[src/design/surt_pkg.sv]
package surt_pkg;

  localparam int CAPACITY   = 16;
  localparam int IDX_W      = $clog2(CAPACITY);
  localparam int CNT_W      = $clog2(CAPACITY + 1);
  localparam int KEY_W      = 32;
  localparam int TAG_W      = 64;
  localparam int RANK_W     = 5;
  localparam int CMP_W      = (RANK_W > CNT_W) ? RANK_W : CNT_W;
  localparam logic [RANK_W-1:0] RANK_RESET = RANK_W'(2);

  typedef enum logic [1:0] {
    STATUS_INSERTED  = 2'd0,
    STATUS_DUPLICATE = 2'd1,
    STATUS_FULL      = 2'd2
  } status_e;

  typedef enum logic [1:0] {
    ST_IDLE,
    ST_INSERT,
    ST_REPORT
  } state_e;

  typedef struct packed {
    logic load_in;
    logic insert;
    logic load_res;
  } cmd_t;

endpackage

[src/design/surt_ctrl.sv]
module surt_ctrl
  import surt_pkg::*;
(
  input  logic clk_i,
  input  logic rst_ni,
  input  logic start_i,
  output logic busy_o,
  output logic done_o,
  output cmd_t cmd_o
);

  state_e state_q, state_d;
  logic   done_q, done_d;

  always_comb begin
    state_d = state_q;
    case (state_q)
      ST_IDLE: begin
        if (start_i) state_d = ST_INSERT;
      end
      ST_INSERT: state_d = ST_REPORT;
      ST_REPORT: state_d = ST_IDLE;
      default:   state_d = ST_IDLE;
    endcase
  end

  always_comb begin
    cmd_o          = '0;
    busy_o         = 1'b1;
    done_d         = 1'b0;
    case (state_q)
      ST_IDLE: begin
        busy_o        = 1'b0;
        cmd_o.load_in = start_i;
      end
      ST_INSERT: cmd_o.insert = 1'b1;
      ST_REPORT: begin
        cmd_o.load_res = 1'b1;
        done_d         = 1'b1;
      end
      default: busy_o = 1'b1;
    endcase
  end

  always_ff @(posedge clk_i or negedge rst_ni) begin
    if (!rst_ni) begin
      state_q <= ST_IDLE;
      done_q  <= 1'b0;
    end else begin
      state_q <= state_d;
      done_q  <= done_d;
    end
  end

  assign done_o = done_q;

endmodule

[src/design/surt_dp.sv]
module surt_dp
  import surt_pkg::*;
(
  input  logic                    clk_i,
  input  logic                    rst_ni,
  input  cmd_t                    cmd_i,
  input  logic signed [KEY_W-1:0] key_i,
  input  logic [TAG_W-1:0]        entry_tag_i,
  input  logic                    cfg_we_i,
  input  logic [RANK_W-1:0]       cfg_data_i,
  output logic [1:0]              status_o,
  output logic [CNT_W-1:0]        entry_count_o,
  output logic                    winner_valid_o,
  output logic signed [KEY_W-1:0] winner_key_o,
  output logic [TAG_W-1:0]        winner_tag_o
);

  logic signed [KEY_W-1:0] keys_q [CAPACITY];
  logic [TAG_W-1:0]        tags_q [CAPACITY];
  logic [CNT_W-1:0]        cnt_q;
  logic [RANK_W-1:0]       rank_q;
  logic signed [KEY_W-1:0] in_key_q;
  logic [TAG_W-1:0]        in_tag_q;

  status_e                 status_q, status_d;
  logic [CNT_W-1:0]        res_cnt_q;
  logic                    res_valid_q;
  logic signed [KEY_W-1:0] res_key_q;
  logic [TAG_W-1:0]        res_tag_q;

  logic [CAPACITY-1:0]     gt;
  logic [CAPACITY-1:0]     eq;
  logic                    full;
  logic                    do_ins;
  logic [RANK_W-1:0]       rank_eff;
  logic [IDX_W-1:0]        rank_idx;
  logic                    win_ok;

  // per-cell compare against the held key
  always_comb begin
    for (int i = 0; i < CAPACITY; i++) begin
      gt[i] = (cnt_q > CNT_W'(i)) && (keys_q[i] > in_key_q);
      eq[i] = (cnt_q > CNT_W'(i)) && (keys_q[i] == in_key_q);
    end
  end

  assign full   = (cnt_q == CNT_W'(CAPACITY));
  assign do_ins = !(|eq) && !full;

  always_comb begin
    if (|eq)       status_d = STATUS_DUPLICATE;
    else if (full) status_d = STATUS_FULL;
    else           status_d = STATUS_INSERTED;
  end

  // cells hold while larger, take the new entry at the boundary, else shift down
  always_ff @(posedge clk_i) begin
    if (cmd_i.load_in) begin
      in_key_q <= key_i;
      in_tag_q <= entry_tag_i;
    end
    if (cmd_i.insert && do_ins) begin
      for (int i = 0; i < CAPACITY; i++) begin
        if (!gt[i]) begin
          if (i == 0 || gt[(i == 0) ? 0 : i - 1]) begin
            keys_q[i] <= in_key_q;
            tags_q[i] <= in_tag_q;
          end else begin
            keys_q[i] <= keys_q[(i == 0) ? 0 : i - 1];
            tags_q[i] <= tags_q[(i == 0) ? 0 : i - 1];
          end
        end
      end
    end
    if (cmd_i.insert) begin
      status_q <= status_d;
    end
  end

  always_ff @(posedge clk_i or negedge rst_ni) begin
    if (!rst_ni) begin
      cnt_q  <= '0;
      rank_q <= RANK_RESET;
    end else begin
      if (cmd_i.insert && do_ins) cnt_q <= cnt_q + CNT_W'(1);
      if (cfg_we_i)               rank_q <= cfg_data_i;
    end
  end

  // rank zero reads as rank one
  assign rank_eff = (rank_q == '0) ? RANK_W'(1) : rank_q;
  assign rank_idx = IDX_W'(rank_eff - RANK_W'(1));
  assign win_ok   = CMP_W'(rank_eff) <= CMP_W'(cnt_q);

  always_ff @(posedge clk_i) begin
    if (cmd_i.load_res) begin
      res_cnt_q   <= cnt_q;
      res_valid_q <= win_ok;
      if (win_ok) begin
        res_key_q <= keys_q[rank_idx];
        res_tag_q <= tags_q[rank_idx];
      end else begin
        res_key_q <= '0;
        res_tag_q <= '0;
      end
    end
  end

  assign status_o       = status_q;
  assign entry_count_o  = res_cnt_q;
  assign winner_valid_o = res_valid_q;
  assign winner_key_o   = res_key_q;
  assign winner_tag_o   = res_tag_q;

endmodule

[src/design/sorted_unique_rank_table.sv]
// Channel  | Direction | Transfer                 | Signals
// ---------+-----------+--------------------------+----------------------------------------
// item     | in        | start high, busy low     | key_i, entry_tag_i
// result   | out       | done_o high, one cycle   | status_o, entry_count_o, winner_valid_o,
//          |           |                          | winner_key_o, winner_tag_o
// config   | in        | cfg_valid_i & cfg_ready_o| cfg_data_i (winning rank)
//
// An item goes through capture, a parallel compare-and-shift over all
// table cells, then the winner read; done_o pulses in the cycle after that.
// busy is low again in the done_o cycle, so the next item can start then.
// Reset empties the table and sets the winning rank to 2; no clearing pass.
// The result is flagged by done_o for one cycle only; the receiver cannot stall it.
module sorted_unique_rank_table
  import surt_pkg::*;
(
  input  logic                    clk_i,
  input  logic                    rst_ni,
  input  logic                    start,
  output logic                    busy,
  input  logic signed [KEY_W-1:0] key_i,
  input  logic [TAG_W-1:0]        entry_tag_i,
  output logic                    done_o,
  output logic [1:0]              status_o,
  output logic [CNT_W-1:0]        entry_count_o,
  output logic                    winner_valid_o,
  output logic signed [KEY_W-1:0] winner_key_o,
  output logic [TAG_W-1:0]        winner_tag_o,
  input  logic                    cfg_valid_i,
  output logic                    cfg_ready_o,
  input  logic [RANK_W-1:0]       cfg_data_i
);

  cmd_t cmd;

  assign cfg_ready_o = 1'b1;

  surt_ctrl u_ctrl (
    .clk_i   (clk_i),
    .rst_ni  (rst_ni),
    .start_i (start),
    .busy_o  (busy),
    .done_o  (done_o),
    .cmd_o   (cmd)
  );

  surt_dp u_dp (
    .clk_i          (clk_i),
    .rst_ni         (rst_ni),
    .cmd_i          (cmd),
    .key_i          (key_i),
    .entry_tag_i    (entry_tag_i),
    .cfg_we_i       (cfg_valid_i),
    .cfg_data_i     (cfg_data_i),
    .status_o       (status_o),
    .entry_count_o  (entry_count_o),
    .winner_valid_o (winner_valid_o),
    .winner_key_o   (winner_key_o),
    .winner_tag_o   (winner_tag_o)
  );

endmodule
[config.mk]
export PLATFORM = sky130hd
export DESIGN_NAME = sorted_unique_rank_table
export DESIGN_NICKNAME = d
export VERILOG_FILES = /design/src/design/surt_pkg.sv /design/src/design/surt_ctrl.sv /design/src/design/surt_dp.sv /design/src/design/sorted_unique_rank_table.sv
export SDC_FILE = /design/constraint.sdc
export NUM_CORES = 2
export LEC_CHECK = 0
export BUFFER_PORTS_ARGS = -buffer_cell sky130_fd_sc_hd__buf_2
export CORE_AREA = 2 2 526 528
export DETAILED_ROUTE_END_ITERATION = 10
export DIE_AREA = 0 0 528 530
export GPL_TIMING_DRIVEN = 0
export PLACE_DENSITY = 0.52
export SYNTH_ARGS = -nofsm -noshare
export SYNTH_HDL_FRONTEND = slang
export SYNTH_HIERARCHICAL = 1
export SYNTH_SLANG_ARGS = --single-unit
[constraint.sdc]
create_clock -name clk_i -period 11.5 [get_ports clk_i]
set_input_delay 0 -clock clk_i [delete_from_list [all_inputs] [get_ports clk_i]]
set_output_delay 0 -clock clk_i [all_outputs]
set_load 0.05 [all_outputs]
# Word-level counts from Yosys, hierarchy flattened
# Memories as Yosys holds them, arrays and structs flattened. A register that Yosys moved wholly into a read port is not among the register bits.
# Index checks and enable logic that the tools add are counted.
[classes]
addsub = 2
n_mul = 0
n_div = 0
n_lt_le_gt_ge = 33
n_eq_ne = 20
shift = 0
muxes = 160
bitwise = 30
n_reduce_logical = 41
[op_table]
columns = ["op", "n"]
rows = [
  ["2-to-1 mux 64 bit", 15],
  ["equality test 32 bit", 16],
  ["> comparator 32 bit", 16],
  ["2-to-1 mux 32 bit", 15],
  ["2-to-1 mux 1 bit", 126],
  ["> comparator 5 x 4 -> 1 bit (second input constant)", 8],
  ["logical AND 1 bit", 34],
  ["bitwise OR 1 bit", 30],
  ["> comparator 5 x 3 -> 1 bit (second input constant)", 4],
  ["OR reduction 16 bit", 1],
  ["> comparator 5 x 1 -> 1 bit (second input constant)", 2],
  ["> comparator 5 x 2 -> 1 bit (second input constant)", 2],
  ["adder 5 x 1 -> 5 bit (second input constant)", 1],
  ["equality test 5 bit (second input constant)", 1],
  ["less-or-equal comparator 5 bit", 1],
  ["logical NOT 5 bit", 1],
  ["2-to-1 mux 5 bit", 1],
  ["logical NOT 1 bit", 4],
  ["2-to-1 mux 2 bit", 2],
  ["case mux 2 bit (2 select lines)", 1],
  ["subtractor 4 x 1 -> 4 bit (second input constant)", 1],
  ["equality test 2 x 1 -> 1 bit (second input constant)", 1],
  ["equality test 2 bit (second input constant)", 1],
  ["logical NOT 2 bit", 1],
  ["inequality test 2 bit (second input constant)", 1],
]
[word_totals]
reg_bits = 117
latchBits = 0
mem_bits_rw = 1536
mem_bits_ro = 0
in_bits = 105
wordCells = 297
mem_count = 2
[memory_table]
columns = ["memory", "depth", "word_bits", "rd", "rd_ports_with_merged_regs", "wr", "line_no", "text"]
rows = [
  ["u_dp.tags_q", 16, 64, 16, 1, 16, "surt_dp.sv:19", "logic [TAG_W-1:0] tags_q [CAPACITY];"],
  ["u_dp.keys_q", 16, 32, 17, 1, 16, "surt_dp.sv:18", "logic signed [KEY_W-1:0] keys_q [CAPACITY];"],
]

# Depth between registers and ports, before layout
# An unclocked memory read counts as a cell.
[logic_depth]
word_depth = 10
depth_mapped = 16

# Hierarchy
# The synthesis kept the hierarchy.
[by_module_without_submodules]
columns = ["module", "instances", "cells_each", "area_per_inst_um2", "seq_area_each_um2"]
rows = [
  ["surt_dp", 1, 5914, 95238.8, 52381.5],
  ["surt_ctrl", 1, 11, 130.1, 75.1],
  ["sorted_unique_rank_table", 1, 2, 11.3, 0.0],
]

# Worst setup path before layout
# No wires, ideal clock.
[synth_timing]
path_kind = "register to register"
start = "register u_dp.in_key_q[15]"
end = "memory u_dp.tags_q[14][23] (data pin)"
setup_ps = 260
arrival_ps = 8818
t_required_ps = 11240
setup_slack_ps = 2422
path_stages_with_launch = 16
period_less_slack_ps = 9078
cell_sequence = "edfxtp_1 clkbuf_1 inv_1 ha_1 nand4_1 or3_1 a21oi_1 or4_1 o22ai_1 or2_2 a41oi_1 nor2b_1 buf_2 buf_4 buf_4 mux2_2"
[synth_rtl]
columns = ["item", "line_no", "text"]
rows = [
  ["start, declared", "surt_dp.sv:22", "logic signed [KEY_W-1:0] in_key_q;"],
  ["start signal, assigned", "surt_dp.sv:59", "in_key_q <= key_i;"],
  ["end, declared", "surt_dp.sv:19", ""],
]

# Worst setup path after layout
[layout_timing]
start = "register u_dp.rank_q[1]"
end = "register u_dp.res_key_q[31], in the netlist u_dp/winner_key_o[31] (read register of u_dp.keys_q) (data pin)"
[layout_via]
elab_chain_len = 4
[layout_lines]
columns = ["item", "line_no", "text"]
rows = [
  ["start, declared", "surt_dp.sv:21", "logic [RANK_W-1:0] rank_q;"],
  ["start signal, assigned", "surt_dp.sv:86", "if (cfg_we_i) rank_q <= cfg_data_i;"],
  ["logical NOT 5 bit", "surt_dp.sv:91", "assign rank_eff = (rank_q == '0) ? RANK_W'(1) : rank_q;"],
  ["2-to-1 mux 5 bit *", "surt_dp.sv:91", ""],
  ["less-or-equal comparator 5 bit", "surt_dp.sv:93", "assign win_ok = CMP_W'(rank_eff) <= CMP_W'(cnt_q);"],
  ["logical NOT 1 bit (no line)", "n/a", ""],
  ["end, declared", "surt_dp.sv:28", "logic signed [KEY_W-1:0] res_key_q;"],
]
# Mark *: on every way between the ends. The rest lies on a longest branch, timed or not.
# A chain may end at the register's enable or synchronous reset.

==> flow_summary.json <==
{
  "status": "finished with violations",
  "failed_checks": "max-capacitance violations, max-slew violations",
  "gr-total-overflow": 0,
  "crit_family": "buffers and inverters",
  "layout.nets": 7306,
  "cts_hold_buf": 208,
  "peakVddDrop_mv": 0.129,
  "ys.flop_type": "edfxtp_1",
  "worstPathArrival_ns": 10.15,
  "netlist_instances": 5927,
  "path_buf_inv": 8,
  "antenna_found_initial": 14,
  "setup_viol": 0,
  "area_delta_synth_final_pct": 18.0,
  "io_buffers": 210,
  "grt_max_degree": 38,
  "grt_setup_unrepaired": "false",
  "skew_ns": 0.0700,
  "cts_tree": "yes",
  "cts_buffer_depth": 4,
  "die_h_um": 530,
  "post_cts_buffers": 0,
  "power_density_nw_per_um2": 212,
  "slowest_delay_ns": 1.16,
  "synth_warnings": 6,
  "cts_sinks": 1749,
  "crit_chain": "nor4_1, nor2_1, buf_2, buf_2, buf_2, clkbuf_1, ha_1, clkbuf_1, clkbuf_1, clkbuf_2, clkbuf_1, mux4_2, mux2i_1, a211oi_1",
  "numCtsBuffers": 213,
  "drive_gt1_share_pct": 36.9,
  "fill_cells": 25100,
  "ant_nets": 0,
  "htreeDepth": 4,
  "core_um2": 275000,
  "relSlewSlack_pct": -4.82,
  "yosys-top-cells-count": "edfxtp_1 (1736), mux2_2 (1153), ha_1 (523), mux4_2 (384), a211oi_1 (211)",
  "syn_area_per_cell_um2": 16.1,
  "gp_congestion": 0.916,
  "ys_seq_elements": 1749,
  "grt_pass1_vias": 60500,
  "slowest_stage": "clkbuf_1",
  "path_max_fanout": 11,
  "yosysTopAreaCell": "edfxtp_1",
  "drtIter0Drc": 6175,
  "p_leak_uw": 0.0391,
  "die_x_um": 528,
  "multi_input_area_um2": 40800,
  "finalHoldViolCount": 0,
  "vias": 61000,
  "fmax_mhz": 104,
  "syn_area_um2": 95400,
  "required_ns": 12.06,
  "seq_area_frac_synth_pct": 55.0,
  "drc_errors": 0,
  "crit_type": "register to register",
  "syn-num-nets": 6555,
  "clkSlewWorstSetupHoldPaths_ns": 0.06,
  "postSynth.asyncResetShare_pct": 0.743,
  "wl_um": 348000,
  "cp-start-kind": "register",
  "final_util_pct": 41.0,
  "synth_edf_count": 1736,
  "fin_cells": 10500,
  "wire_per_inst_um": 33.2,
  "initial_core_util_pct": 34.7,
  "r2r_slack_ns": 1.91,
  "grt_pass1_wl_um": 481000,
  "holdCritPathClass": "input pin to register",
  "max_cap_violations": 3,
  "yosysMostFrequentCell": "edfxtp_1",
  "synth_top_cell_area_share_pct": 54.7,
  "pin_count": 212,
  "worst_pin_slew_ns": 1.56,
  "report.final.slew_viol_count": 15,
  "hpwl_um": 254000,
  "cts-resized-gates": 0,
  "critPathMostFrequentCell": "clkbuf_1",
  "track_usage_pct": 24.3,
  "avgViaCountPerCell": 5.82,
  "firstDrtPassIters": 5,
  "worstSkewPairLatency_ns": 0.91,
  "die_area_um2": 280000,
  "dp.cells": 9861,
  "regArea_um2": 52500,
  "cts-root-buf": "clkbuf_16",
  "end_kind": "register",
  "ys_types": 86,
  "synthTopCellsByArea": "edfxtp_1 (55%), mux2_2 (14%), mux4_2 (9.1%)",
  "rows": 193,
  "period_needed_ns": 9.59,
  "period_share_pct": 83.4
}
==> area by class of cell <==
class                      instances  area share, %
clock inverter                   132           1.18
timing repair buffer             536           4.93
antenna                           15         0.0333
inverter                          65          0.217
tap                             3607           4.01
buffer                           413           1.86
sequential                      1749           46.6
multi-input combinational       3700           36.2
clock buffer                     254           4.94
==> cells by family after synthesis <==
group                    share of synthesized area [%]
AO/OA/AOI/OAI                                     4.50
flip-flops                                        55.0
adder cells (fa/ha/maj)                           6.86
buffers and inverters                             2.44
multiplexers                                      27.7
XOR/XNOR                                        0.0735
other                                          0.00393
AND/OR/NAND/NOR                                   3.44
==> worst min-delay path, stage by stage <==
cell,delay (ns)
dlygate4sd3_1,0.62
buf_2,0.21
mux2_2,0.16
==> final timing paths <==
path / startpoint / to / cells past startpoint
hold reg to reg: u_ctrl/state_q[0] / u_ctrl/state_q[0] / 1
min in group asynchronous: rst_ni / u_dp/cnt_q[3] / 3
setup / recovery: u_dp/rank_q[1] / u_dp/winner_key_o[31] / 14
max in group asynchronous: rst_ni / u_ctrl/done_o / 3
hold / removal: cfg_valid_i / u_dp/rank_q[4] / 3
setup reg to reg: u_dp/rank_q[1] / u_dp/winner_key_o[31] / 14
==> registers in the layout (all words and copies together), names as in the netlist <==
signal,flops
u_dp/winner_valid_o,1
u_dp/winner_key_o,32
u_dp/rank_q,5
u_dp/cnt_q,5
u_dp/status_o,2
u_dp/entry_count_o,5
u_dp/in_tag_q,64
u_dp/keys_q,512
u_dp/winner_tag_o,64
u_ctrl/done_o,1
u_dp/tags_q,1024
u_dp/in_key_q,32
u_ctrl/state_q,2
==> cell usage in the layout, fill, tap and decap left out, types with 11 or more instances in the layout <==
master | Yosys | routed
nor2b_1 | 132 | 132
and4_1 | 13 | 13
o21a_1 | 12 | 12
a211oi_1 | 211 | 211
mux4_2 | 384 | 384
inv_1 | 64 | 64
buf_6 | 34 | 47
mux2i_1 | 101 | 100
clkinv_1 | 0 | 43
o21ai_0 | 83 | 83
buf_1 | 30 | 29
buf_2 | 105 | 319
clkbuf_1 | 206 | 233
nor3_1 | 23 | 23
mux2_4 | 120 | 120
a21o_1 | 47 | 47
o211ai_1 | 16 | 16
buf_4 | 38 | 39
nand3_1 | 38 | 38
a21oi_1 | 206 | 202
a2111oi_0 | 11 | 11
bufinv_16 | 0 | 25
clkinv_2 | 0 | 43
diode_2 | 0 | 15
dfrtp_1 | 12 | 12
mux2_2 | 1153 | 1153
buf_12 | 0 | 66
nor4_1 | 25 | 20
ha_1 | 523 | 523
nand2_1 | 95 | 95
nand2b_1 | 14 | 14
nand4_1 | 127 | 127
mux2_1 | 175 | 175
nor2_1 | 73 | 65
buf_16 | 0 | 32
dlygate4sd3_1 | 0 | 208
clkbuf_16 | 0 | 215
edfxtp_1 | 1736 | 1736
==> through the flow <==
stage          setup TNS [ns]  hold WS [ns]  setup slack (ns)  instance area (um^2)  power (uW)
6_report                    0         0.128              1.91                113000       23900
5_1_grt                     0        0.0630              1.77                113000       24700
4_1_cts                     0        0.0485              2.12                113000       24000
3_5_place_dp                0   -0.00000228              2.15                104000       17000
3_3_place_gp         -8478.58      -0.00377             -8.84                101000       16900
2_1_floorplan               0        -0.296              2.42                 95400       13800
==> metal layers <==
layer / share of wire, % / track usage (%) / vias up
met1: 43 / 33.5 / 32300
met5: 0.012 / 0 / -
met3: 7.0 / 4.04 / 544
li1: - / - / 25700
met4: 4.2 / 9.20 / 6
met2: 46 / 38.3 / 2401
==> where the power goes <==
group / switching (uW) / internal [uW]
registers: 701 / 8610
logic: 4570 / 3130
clock network: 2840 / 3990
Power figures use the tool's default switching activity.
